### src/hw/rtl/binary_to_decimal_ascii_unit_assert.svh
// Assertion macros shared by the binary-to-decimal converter modules.
// Included by the controller and the datapath; no other dependencies.
`ifndef BINARY_TO_DECIMAL_ASCII_UNIT_ASSERT_SVH
`define BINARY_TO_DECIMAL_ASCII_UNIT_ASSERT_SVH

// The consequent must hold in the same cycle as the antecedent.
`define BTDA_ASSERT_SAME(lbl, clk, rst_n, ante, cons, msg) \
    lbl: assert property (@(posedge clk) disable iff (!rst_n) (ante) |-> (cons)) \
        else $error(msg);

// The consequent must hold in the cycle after the antecedent.
`define BTDA_ASSERT_NEXT(lbl, clk, rst_n, ante, cons, msg) \
    lbl: assert property (@(posedge clk) disable iff (!rst_n) (ante) |=> (cons)) \
        else $error(msg);

`endif

### src/hw/rtl/btda_pkg.sv
// Shared constants and controller/datapath command types for the
// binary-to-decimal converter. No dependencies.
`default_nettype none

package btda_pkg;

    localparam int VALUE_WIDTH  = 64;
    localparam int MAX_DIGITS   = 20;
    localparam int STORE_SLOTS  = 20;
    localparam int DIGIT_LIMIT  = (MAX_DIGITS < 1) ? 1 :
                                  ((MAX_DIGITS > STORE_SLOTS) ? STORE_SLOTS : MAX_DIGITS);

    localparam int IN_W         = 64;
    localparam int DIGIT_CHAR_W = 6;
    localparam int DIGIT_W      = 4;

    // Long division by ten works through the quotient one chunk at a time.
    localparam int CHUNK_W      = 16;
    localparam int N_CHUNKS     = (VALUE_WIDTH + CHUNK_W - 1) / CHUNK_W;
    localparam int QUOT_W       = N_CHUNKS * CHUNK_W;
    localparam int CHUNK_CNT_W  = (N_CHUNKS > 1) ? $clog2(N_CHUNKS) : 1;
    localparam int DIV_W        = DIGIT_W + CHUNK_W;
    localparam int RECIP_SHIFT  = DIV_W + 3;
    localparam logic [DIV_W-1:0] RECIP = DIV_W'((1 << RECIP_SHIFT) / 10 + 1);

    localparam int COUNT_W      = $clog2(DIGIT_LIMIT + 1);
    localparam int IDX_W        = $clog2(DIGIT_LIMIT);

    localparam logic [DIGIT_CHAR_W-1:0] ASCII_ZERO = DIGIT_CHAR_W'(48);

    typedef struct packed {
        logic load;        // take a new value into the quotient register
        logic start_div;   // clear remainder and chunk counter
        logic div_step;    // process one chunk of the quotient
        logic store_zero;  // record the single digit of a zero input
        logic start_emit;  // point the read index at the top digit
        logic emit_next;   // step the read index down
    } t_dp_cmd;

    typedef struct packed {
        logic quot_zero;
        logic count_zero;
        logic count_full;
        logic chunk_last;
        logic idx_zero;
    } t_dp_status;

endpackage

`default_nettype wire

### src/hw/rtl/btda_ctrl.sv
// Controller of the binary-to-decimal converter: sequences load, divide
// steps and digit emission. Depends on btda_pkg and the assertion macros.
`default_nettype none
`include "binary_to_decimal_ascii_unit_assert.svh"

module btda_ctrl import btda_pkg::*; (
    input  wire logic       i_clk,
    input  wire logic       i_rst_n,
    input  wire logic       i_in_valid,
    output logic            o_in_ready,
    output logic            o_out_valid,
    input  wire logic       i_out_ready,
    output t_dp_cmd         o_cmd,
    input  wire t_dp_status i_status
);

    typedef enum logic [1:0] {
        ST_IDLE,
        ST_CHECK,
        ST_DIV,
        ST_EMIT
    } t_state;

    t_state r_state, n_state;
    logic   r_in_ready, n_in_ready;
    logic   r_out_valid, n_out_valid;

    always_comb begin
        n_state     = r_state;
        n_in_ready  = r_in_ready;
        n_out_valid = r_out_valid;
        o_cmd       = '0;
        case (r_state)
            ST_IDLE: begin
                if (i_in_valid) begin
                    o_cmd.load = 1'b1;
                    n_in_ready = 1'b0;
                    n_state    = ST_CHECK;
                end
            end
            ST_CHECK: begin
                if (i_status.quot_zero || i_status.count_full) begin
                    if (i_status.count_zero) begin
                        // A zero input still produces one '0' character.
                        o_cmd.store_zero = 1'b1;
                    end else begin
                        o_cmd.start_emit = 1'b1;
                        n_out_valid      = 1'b1;
                        n_state          = ST_EMIT;
                    end
                end else begin
                    o_cmd.start_div = 1'b1;
                    n_state         = ST_DIV;
                end
            end
            ST_DIV: begin
                o_cmd.div_step = 1'b1;
                if (i_status.chunk_last) begin
                    n_state = ST_CHECK;
                end
            end
            ST_EMIT: begin
                if (i_out_ready) begin
                    if (i_status.idx_zero) begin
                        n_out_valid = 1'b0;
                        n_in_ready  = 1'b1;
                        n_state     = ST_IDLE;
                    end else begin
                        o_cmd.emit_next = 1'b1;
                    end
                end
            end
            default: begin
                n_state     = ST_IDLE;
                n_in_ready  = 1'b1;
                n_out_valid = 1'b0;
            end
        endcase
    end

    always_ff @(posedge i_clk) begin
        if (!i_rst_n) begin
            r_state     <= ST_IDLE;
            r_in_ready  <= 1'b1;
            r_out_valid <= 1'b0;
        end else begin
            r_state     <= n_state;
            r_in_ready  <= n_in_ready;
            r_out_valid <= n_out_valid;
        end
    end

    assign o_in_ready  = r_in_ready;
    assign o_out_valid = r_out_valid;

    `BTDA_ASSERT_SAME(a_ready_valid_excl, i_clk, i_rst_n, o_in_ready,
        !o_out_valid, "input ready while digits still pending")
    `BTDA_ASSERT_NEXT(a_accept_busy, i_clk, i_rst_n, i_in_valid && o_in_ready,
        !o_in_ready && !o_out_valid, "block not busy after a request")
    `BTDA_ASSERT_NEXT(a_digits_contiguous, i_clk, i_rst_n,
        o_out_valid && i_out_ready && !i_status.idx_zero,
        o_out_valid, "digit run ended before its last digit")

endmodule

`default_nettype wire

### config.mk
export PLATFORM = sky130hd
export DESIGN_NAME = btda_ctrl
export DESIGN_NICKNAME = d
export VERILOG_FILES = /design/src/hw/rtl/btda_pkg.sv /design/src/hw/rtl/btda_ctrl.sv
export VERILOG_INCLUDE_DIRS = /design/src /design/src/hw/rtl
export SDC_FILE = /design/constraint.sdc
export NUM_CORES = 1
export LEC_CHECK = 0
export ABC_AREA = 1
export BUFFER_PORTS_ARGS = -buffer_cell sky130_fd_sc_hd__buf_2
export CAP_MARGIN = 40
export CORE_AREA = 2 2 39 41
export DETAILED_ROUTE_END_ITERATION = 12
export DIE_AREA = 0 0 41 43
export GPL_ROUTABILITY_DRIVEN = 0
export PLACE_DENSITY = 0.48
export SLEW_MARGIN = 20
export SYNTH_ARGS = -nofsm -noshare
export SYNTH_HDL_FRONTEND = slang
export SYNTH_SLANG_ARGS = --single-unit
### constraint.sdc
create_clock -name i_clk -period 1.06 [get_ports i_clk]
set_input_delay 0.106 -clock i_clk [delete_from_list [all_inputs] [get_ports i_clk]]
set_output_delay 0.106 -clock i_clk [all_outputs]
set_load 0.01 [all_outputs]
Word level (Yosys, flattened, before mapping) --
Index checks and enable logic that the tools add are counted.
Storage, ports and cells: register bits 4, bits in latches 0, RAM bits 0, bits in read-only memories 0, logic and storage cells 48, memories 0
Operators by class: add/sub/neg operators 0, multiply operators 0, div/mod/pow operators 0, $lt $le $gt $ge 0, equal/unequal tests 10, shift operators 0, muxes and demuxes 28, bitwise logic cells 0, reductions and logical operators 7
Operators by type and width (count):
- $mux 1 | 17
- $mux 2 | 8
- $ne 2x2->1 const B | 6
- $reduce_and 5->1 | 2
- $pmux 2 s4 | 1
- $eq 2x2->1 const B | 2
- $pmux 1 s2 | 2
- $reduce_and 4->1 | 1
- $reduce_bool 2->1 | 2
- $ne 3x3->1 const B | 1
- $eq 2x1->1 const B | 1
- $logic_not 2->1 | 1
- $logic_or 1x1->1 | 1

Logic depth before layout (Yosys ltp) --
Gate-level depths: netlist of the first run.
word-level depth 3, depth in mapped cells 6

Worst setup path after synthesis of the first run --
Ideal clock, no wire load.
kind reg2out, start register r_state[0], end output port o_cmd[1] in the netlist's numbering, data arrival time 0.916 ns, data required time 0.954 ns, path slack 0.038 ns, cell stages (with the launch flop) 6, buffers on the path 0, path through dfxtp_1 inv_2 nor2_2 nand2_1 or2_4 inv_1
RTL lines:
- from (decl) | RTL line btda_ctrl.sv:24 | t_state r_state, n_state;
- from (signal assigned) | RTL line btda_ctrl.sv:87 | r_state <= n_state;
- to (decl) | RTL line btda_ctrl.sv:13 | output t_dp_cmd o_cmd,

==> results of run 1 <==
## through the flow
step	total power, mW	worst slack [ns]	setup TNS (ns)	utilization
after floorplan	0.267	0.0384	0	-
after global placement	0.348	0.00719	0	0.296
after detailed placement	0.348	0.00962	0	0.296
after CTS	0.575	-0.241	-0.984	0.347
after global routing	0.640	-0.253	-1.22	0.368
final	0.587	-0.190	-0.678	0.368
## area by class of cell
type / instances / area share
multi-input cells: 31 / 0.337
repair buffers: 25 / 0.324
flip-flops and latches: 4 / 0.167
inverters: 12 / 0.0885
clock buffers: 3 / 0.0442
well taps: 16 / 0.0393
## per-layer routing
| layer | routed length [µm] | part of all wire | global-route usage | vias up |
|---|---|---|---|---|
| li1 | - | - | - | 198 |
| met1 | 303 | 0.41 | 0.138 | 155 |
| met2 | 364 | 0.49 | 0.128 | 16 |
| met3 | 77 | 0.10 | 0.0628 | 0 |
| met4 | 0 | 0 | 0.0400 | 0 |
| met5 | 0 | 0 | 0 | - |
## timing repair
action / 4_1_cts / 5_1_grt
gates resized for setup: 8 / 10
gates cloned: 0 / 0
hold buffers: 0 / 0
buffers inserted: 4 / 1
endpoints found under the setup margin: 6 / 10
pin swaps: 3 / 5
## final timing paths
check                             to  slack (ns)  cells after the start
min reg2reg  o_in_ready$_SDFFE_PN1P_        0.47                      2
max reg2reg  r_state[0]$_SDFFE_PN0P_       -0.05                      8
max                         o_cmd[1]       -0.19                      5
min          o_in_ready$_SDFFE_PN1P_        0.09                      2
## cell usage after synthesis, drive strengths merged
master  number
a31oi        1
clkinv       1
nand3        5
inv         11
or2          1
nor3b        1
o21ai        1
dfxtp        4
a21oi        1
o21bai       1
nand2       11
nor2         9
## cell usage in the layout (no fill, tap or decap), types with 2 or more instances in the layout
cell type  count
nor2_1         7
nand3_1        5
dfxtp_1        2
inv_1          8
nand2_2        2
clkbuf_4       3
buf_2         15
buf_6          4
inv_2          4
nand2_1        8
buf_4          6
## sequential cells by signal, summed over array words and instances (netlist names)
name / cells
r_state: 2
o_in_ready: 1
o_out_valid: 1
## power breakdown
part           switching, mW  internal [mW]  total, mW
clock                 0.0573          0.126      0.184
sequential            0.0107          0.167      0.178
combinational          0.107          0.118      0.225
total                  0.175          0.411      0.587
## worst max-delay path, delay by kind of cell (launching register included)
family	cells	cell delay, ns
DFF	1	0.35
and+or+nand+nor	3	0.41
buffers and inverters	2	0.14
## cells by family (layout without fill, tap and decap cells)
kind of cell,Yosys count,in the layout,synth area share
simple gates,27,27,0.438
buf+inv,12,40,0.166
compound gates,4,4,0.101
flops,4,4,0.295
==> flow_metrics.py, run 1 <==
metrics = {
    "setup_path": {
        "critPathKind": "reg2out",
        "worstPathMaxFanout": 4,
        "crit_chain": "nor2_4 -> nand2_2 -> or2_4 -> inv_2 -> buf_6",
        "startpoint_type": "flop",
        "slowest_stage": "dfxtp_4",
        "critPathArrivalTime_ns": 1.14,
        "crit_required_ns": 0.95,
        "slowest_delay_ns": 0.35,
        "r2r_start": "r_state[1]$_SDFFE_PN0P_",
        "endpoint_kind": "output pin",
        "worstSetupStartpoint": "r_state[1]$_SDFFE_PN0P_",
    },
    "layout": {
        "final_cell_area_um2": 509,
        "layout-drive-gt1-share": 0.560,
        "instances_no_fill": 91,
        "nets": 86,
        "seq_area_um2": 85.1,
        "n_antenna_cell": 0,
        "multiInputGateArea_um2": 171,
        "fillCellCount": 159,
        "area_delta_synth_final_pct": 87.6,
    },
    "clocking": {
        "insertion_delay_ns": 0.23,
        "htreeDepth": 1,
        "cts_buffer_depth": 2,
        "cts_tree": "yes",
        "clk_pin_slew_ns": 0.04,
        "numCtsBuffers": 3,
        "clock-root-buffer": "clkbuf_4",
        "clock-sinks": 4,
    },
    "routing": {
        "wl_per_cell_um": 8.20,
        "drt_iter0_drc": 8,
        "viasPerCell": 4.05,
        "vias": 369,
        "drc": 0,
        "drt_pass1_iterations": 4,
        "antenna_left": 0,
        "routed_wl_um": 746,
    },
    "timing": {
        "clock_skew_ns": 0.00417,
        "rsz0062_at_grt": "true",
        "period_needed_ns": 1.25,
        "setup_viol": 7,
        "max_slew_margin": 0.908,
        "whs_ns": 0.0867,
        "maxSlewViolCount": 0,
        "hold_viol": 0,
        "setup_slack_ns": -0.190,
        "layout_worst_path_cycle_share": 1.18,
        "max_freq_mhz": 800,
        "worst_pin_slew_ns": 0.137,
    },
    "synth": {
        "synth_nets": 56,
        "synth_seq_cells": 4,
        "syn_inst": 47,
        "avgSynthCellArea_um2": 5.78,
        "yosys-top-cells-area": "dfxtp_1 29%, nand2_1 15%, inv_1 14%",
        "yosysWarnings": 0,
        "synth.top_cell.area_share": 0.295,
        "synth.distinct_cells": 14,
        "ys_seq_area_frac": 0.295,
        "yosys.area.top_type": "dfxtp_1",
        "synth_area_um2": 272,
    },
    "global_route": {
        "grt_pass1_vias": 302,
        "grt_overflow_total": 0,
        "grt_first_pass_wirelength_um": 1190,
        "antenna_found_initial": 0,
        "gr-usage-all-layers": 0.102,
        "grt_max_degree": 5,
    },
    "die": {
        "ios": 17,
        "fp.dieH_um": 43,
        "dieArea_um2": 1760,
        "fp.coreArea_um2": 1380,
        "dieWidth_um": 41,
        "core.rowCount": 14,
        "initial_core_util": 0.196,
    },
    "status": {
        "outcome": "complete, but fails checks",
        "violations": "negative setup slack",
    },
    "placement": {
        "dpl_cell_area_um2": 409,
        "placed_cells": 84,
        "dp_hpwl_um": 550,
        "io_buffers": 16,
    },
    "worst_hold_path": {
        "min_from": "i_rst_n",
        "hold_path.class": "in2reg",
    },
    "power": {
        "pwr_density_cell_nw_per_um2": 1150,
        "p_leak_nw": 0.309,
        "ir_drop_mv": 0.491,
    },
    "flow_run": {
        "drv_cap": 0,
    },
}
(Power assumes the default switching activity.)
==> run 2, diff against run 1 <==
--- a/config.mk
+++ b/config.mk
@@ -14,6 +14,7 @@
 export DIE_AREA = 0 0 41 43
 export GPL_ROUTABILITY_DRIVEN = 0
 export PLACE_DENSITY = 0.48
+export SKIP_CTS_REPAIR_TIMING = 1
 export SLEW_MARGIN = 20
 export SYNTH_ARGS = -nofsm -noshare
 export SYNTH_HDL_FRONTEND = slang
==> flow_metrics.py, run 2 (synthesis results as in run 1) <==
metrics = {
    "layout": {
        "area_delta_synth_final_pct": 66.4,
        "largest_reg_flops": 2,
        "final_cell_area_um2": 452,
        "fillCellCount": 164,
        "layout-drive-gt1-share": 0.507,
        "n_antenna_cell": 0,
        "final_cell_mix": "16 x buf_2, 9 x inv_1, 9 x nand2_1",
        "top_register": "r_state",
        "multiInputGateArea_um2": 164,
        "seq_area_um2": 82.6,
        "final_common_cell": "buf_2",
        "nets": 82,
    },
    "routing": {
        "routed_wl_um": 676,
        "viasPerCell": 4.00,
        "drc": 0,
        "vias": 348,
        "drt_iter0_drc": 3,
        "antenna_left": 0,
        "drt_pass1_iterations": 4,
        "wl_per_cell_um": 7.77,
    },
    "timing": {
        "worst_pin_slew_ns": 0.146,
        "clock_skew_ns": 0.00373,
        "whs_ns": 0.0827,
        "rsz0062_at_grt": "true",
        "maxSlewViolCount": 0,
        "setup_slack_ns": -0.194,
        "hold_viol": 0,
        "period_needed_ns": 1.25,
        "setup_viol": 5,
        "max_slew_margin": 0.903,
        "max_freq_mhz": 798,
        "layout_worst_path_cycle_share": 1.18,
    },
    "clocking": {
        "numCtsBuffers": 3,
        "clock-sinks": 4,
        "clock-root-buffer": "clkbuf_4",
        "htreeDepth": 1,
        "clk_pin_slew_ns": 0.04,
        "cts_buffer_depth": 2,
        "insertion_delay_ns": 0.23,
        "cts_tree": "yes",
    },
    "setup_path": {
        "slowest_delay_ns": 0.34,
        "crit_buf_inv": 2,
        "worstPathMaxFanout": 4,
        "endpoint_kind": "output pin",
        "crit_required_ns": 0.95,
        "crit_chain": "nor2_4 -> nand2_2 -> or2_4 -> inv_2 -> buf_2",
        "cp_num_cells": 5,
        "startpoint_type": "flop",
        "critPathArrivalTime_ns": 1.15,
        "slowest_stage": "dfxtp_2",
        "rr_worst_depth": 7,
        "critPathTopFamily": "simple AND/OR/NAND/NOR gates",
        "critPathKind": "reg2out",
    },
    "power": {
        "ir_drop_mv": 0.484,
        "pwr_density_cell_nw_per_um2": 1200,
        "p_leak_nw": 0.275,
    },
    "die": {
        "fp.coreArea_um2": 1380,
        "initial_core_util": 0.196,
        "dieWidth_um": 41,
        "dieArea_um2": 1760,
        "fp.dieH_um": 43,
        "ios": 17,
        "core.rowCount": 14,
    },
    "worst_hold_path": {
        "hold_path.class": "in2reg",
        "hold_depth": 2,
    },
    "global_route": {
        "grt_overflow_total": 0,
        "grt_first_pass_wirelength_um": 1090,
        "antenna_found_initial": 0,
        "grt_max_degree": 5,
        "grt_pass1_vias": 264,
        "gr-usage-all-layers": 0.0953,
    },
    "placement": {
        "io_buffers": 16,
        "pre_cts_ws_ns": 0.00962,
        "dp_hpwl_um": 550,
        "dpl_cell_area_um2": 409,
    },
    "status": {
        "outcome": "complete, but fails checks",
        "violations": "negative setup slack",
    },
    "flow_run": {
        "drv_cap": 0,
    },
}
run 2: final cells by class:
| class | instances | share of cell area |
|---|---|---|
| Timing Repair Buffer | 21 | 0.260 |
| Multi-Input combinational cell | 31 | 0.363 |
| Inverter | 12 | 0.0997 |
| Sequential cell | 4 | 0.183 |
| Tap cell | 16 | 0.0443 |
| Clock buffer | 3 | 0.0499 |
run 2: where the power goes:
group	switching, mW	internal, mW	total (mW)
combinational	0.0929	0.0878	0.181
sequential	0.0109	0.168	0.179
clock	0.0568	0.126	0.183
total	0.161	0.382	0.543
run 2: per-layer routing:
layer	routed length, µm	global-route usage	vias to the layer above
met4	0	0.0400	0
met5	0	0	-
met3	54	0.0628	0
met1	308	0.131	146
li1	-	-	190
met2	313	0.113	12
run 2: worst register-to-register path, cell delays in order (launching register included):
cell and delay [ns]:
dfxtp_2 0.31, buf_4 0.14, nand2_1 0.10, inv_2 0.05, nand2_1 0.07, nand2_1 0.05, a31oi_1 0.14, nor2_1 0.06
run 2: worst paths after layout:
path	endpoint	startpoint	slack, ns
max	o_cmd[1]	r_state[1]$_SDFFE_PN0P_	-0.19
min	o_in_ready$_SDFFE_PN1P_	i_rst_n	0.08
max reg2reg	r_state[1]$_SDFFE_PN0P_	r_state[0]$_SDFFE_PN0P_	0.03
min reg2reg	o_in_ready$_SDFFE_PN1P_	o_in_ready$_SDFFE_PN1P_	0.47
run 2: stage by stage:
step            util  setup TNS [ns]  instances  power, mW
6_report       0.326          -0.612         87      0.543
5_1_grt        0.326           -1.20         87      0.595
4_1_cts        0.312          -0.854         87      0.540
3_5_place_dp   0.296               0         84      0.348
3_3_place_gp   0.296               0         84      0.348
2_1_floorplan      -               0         47      0.267
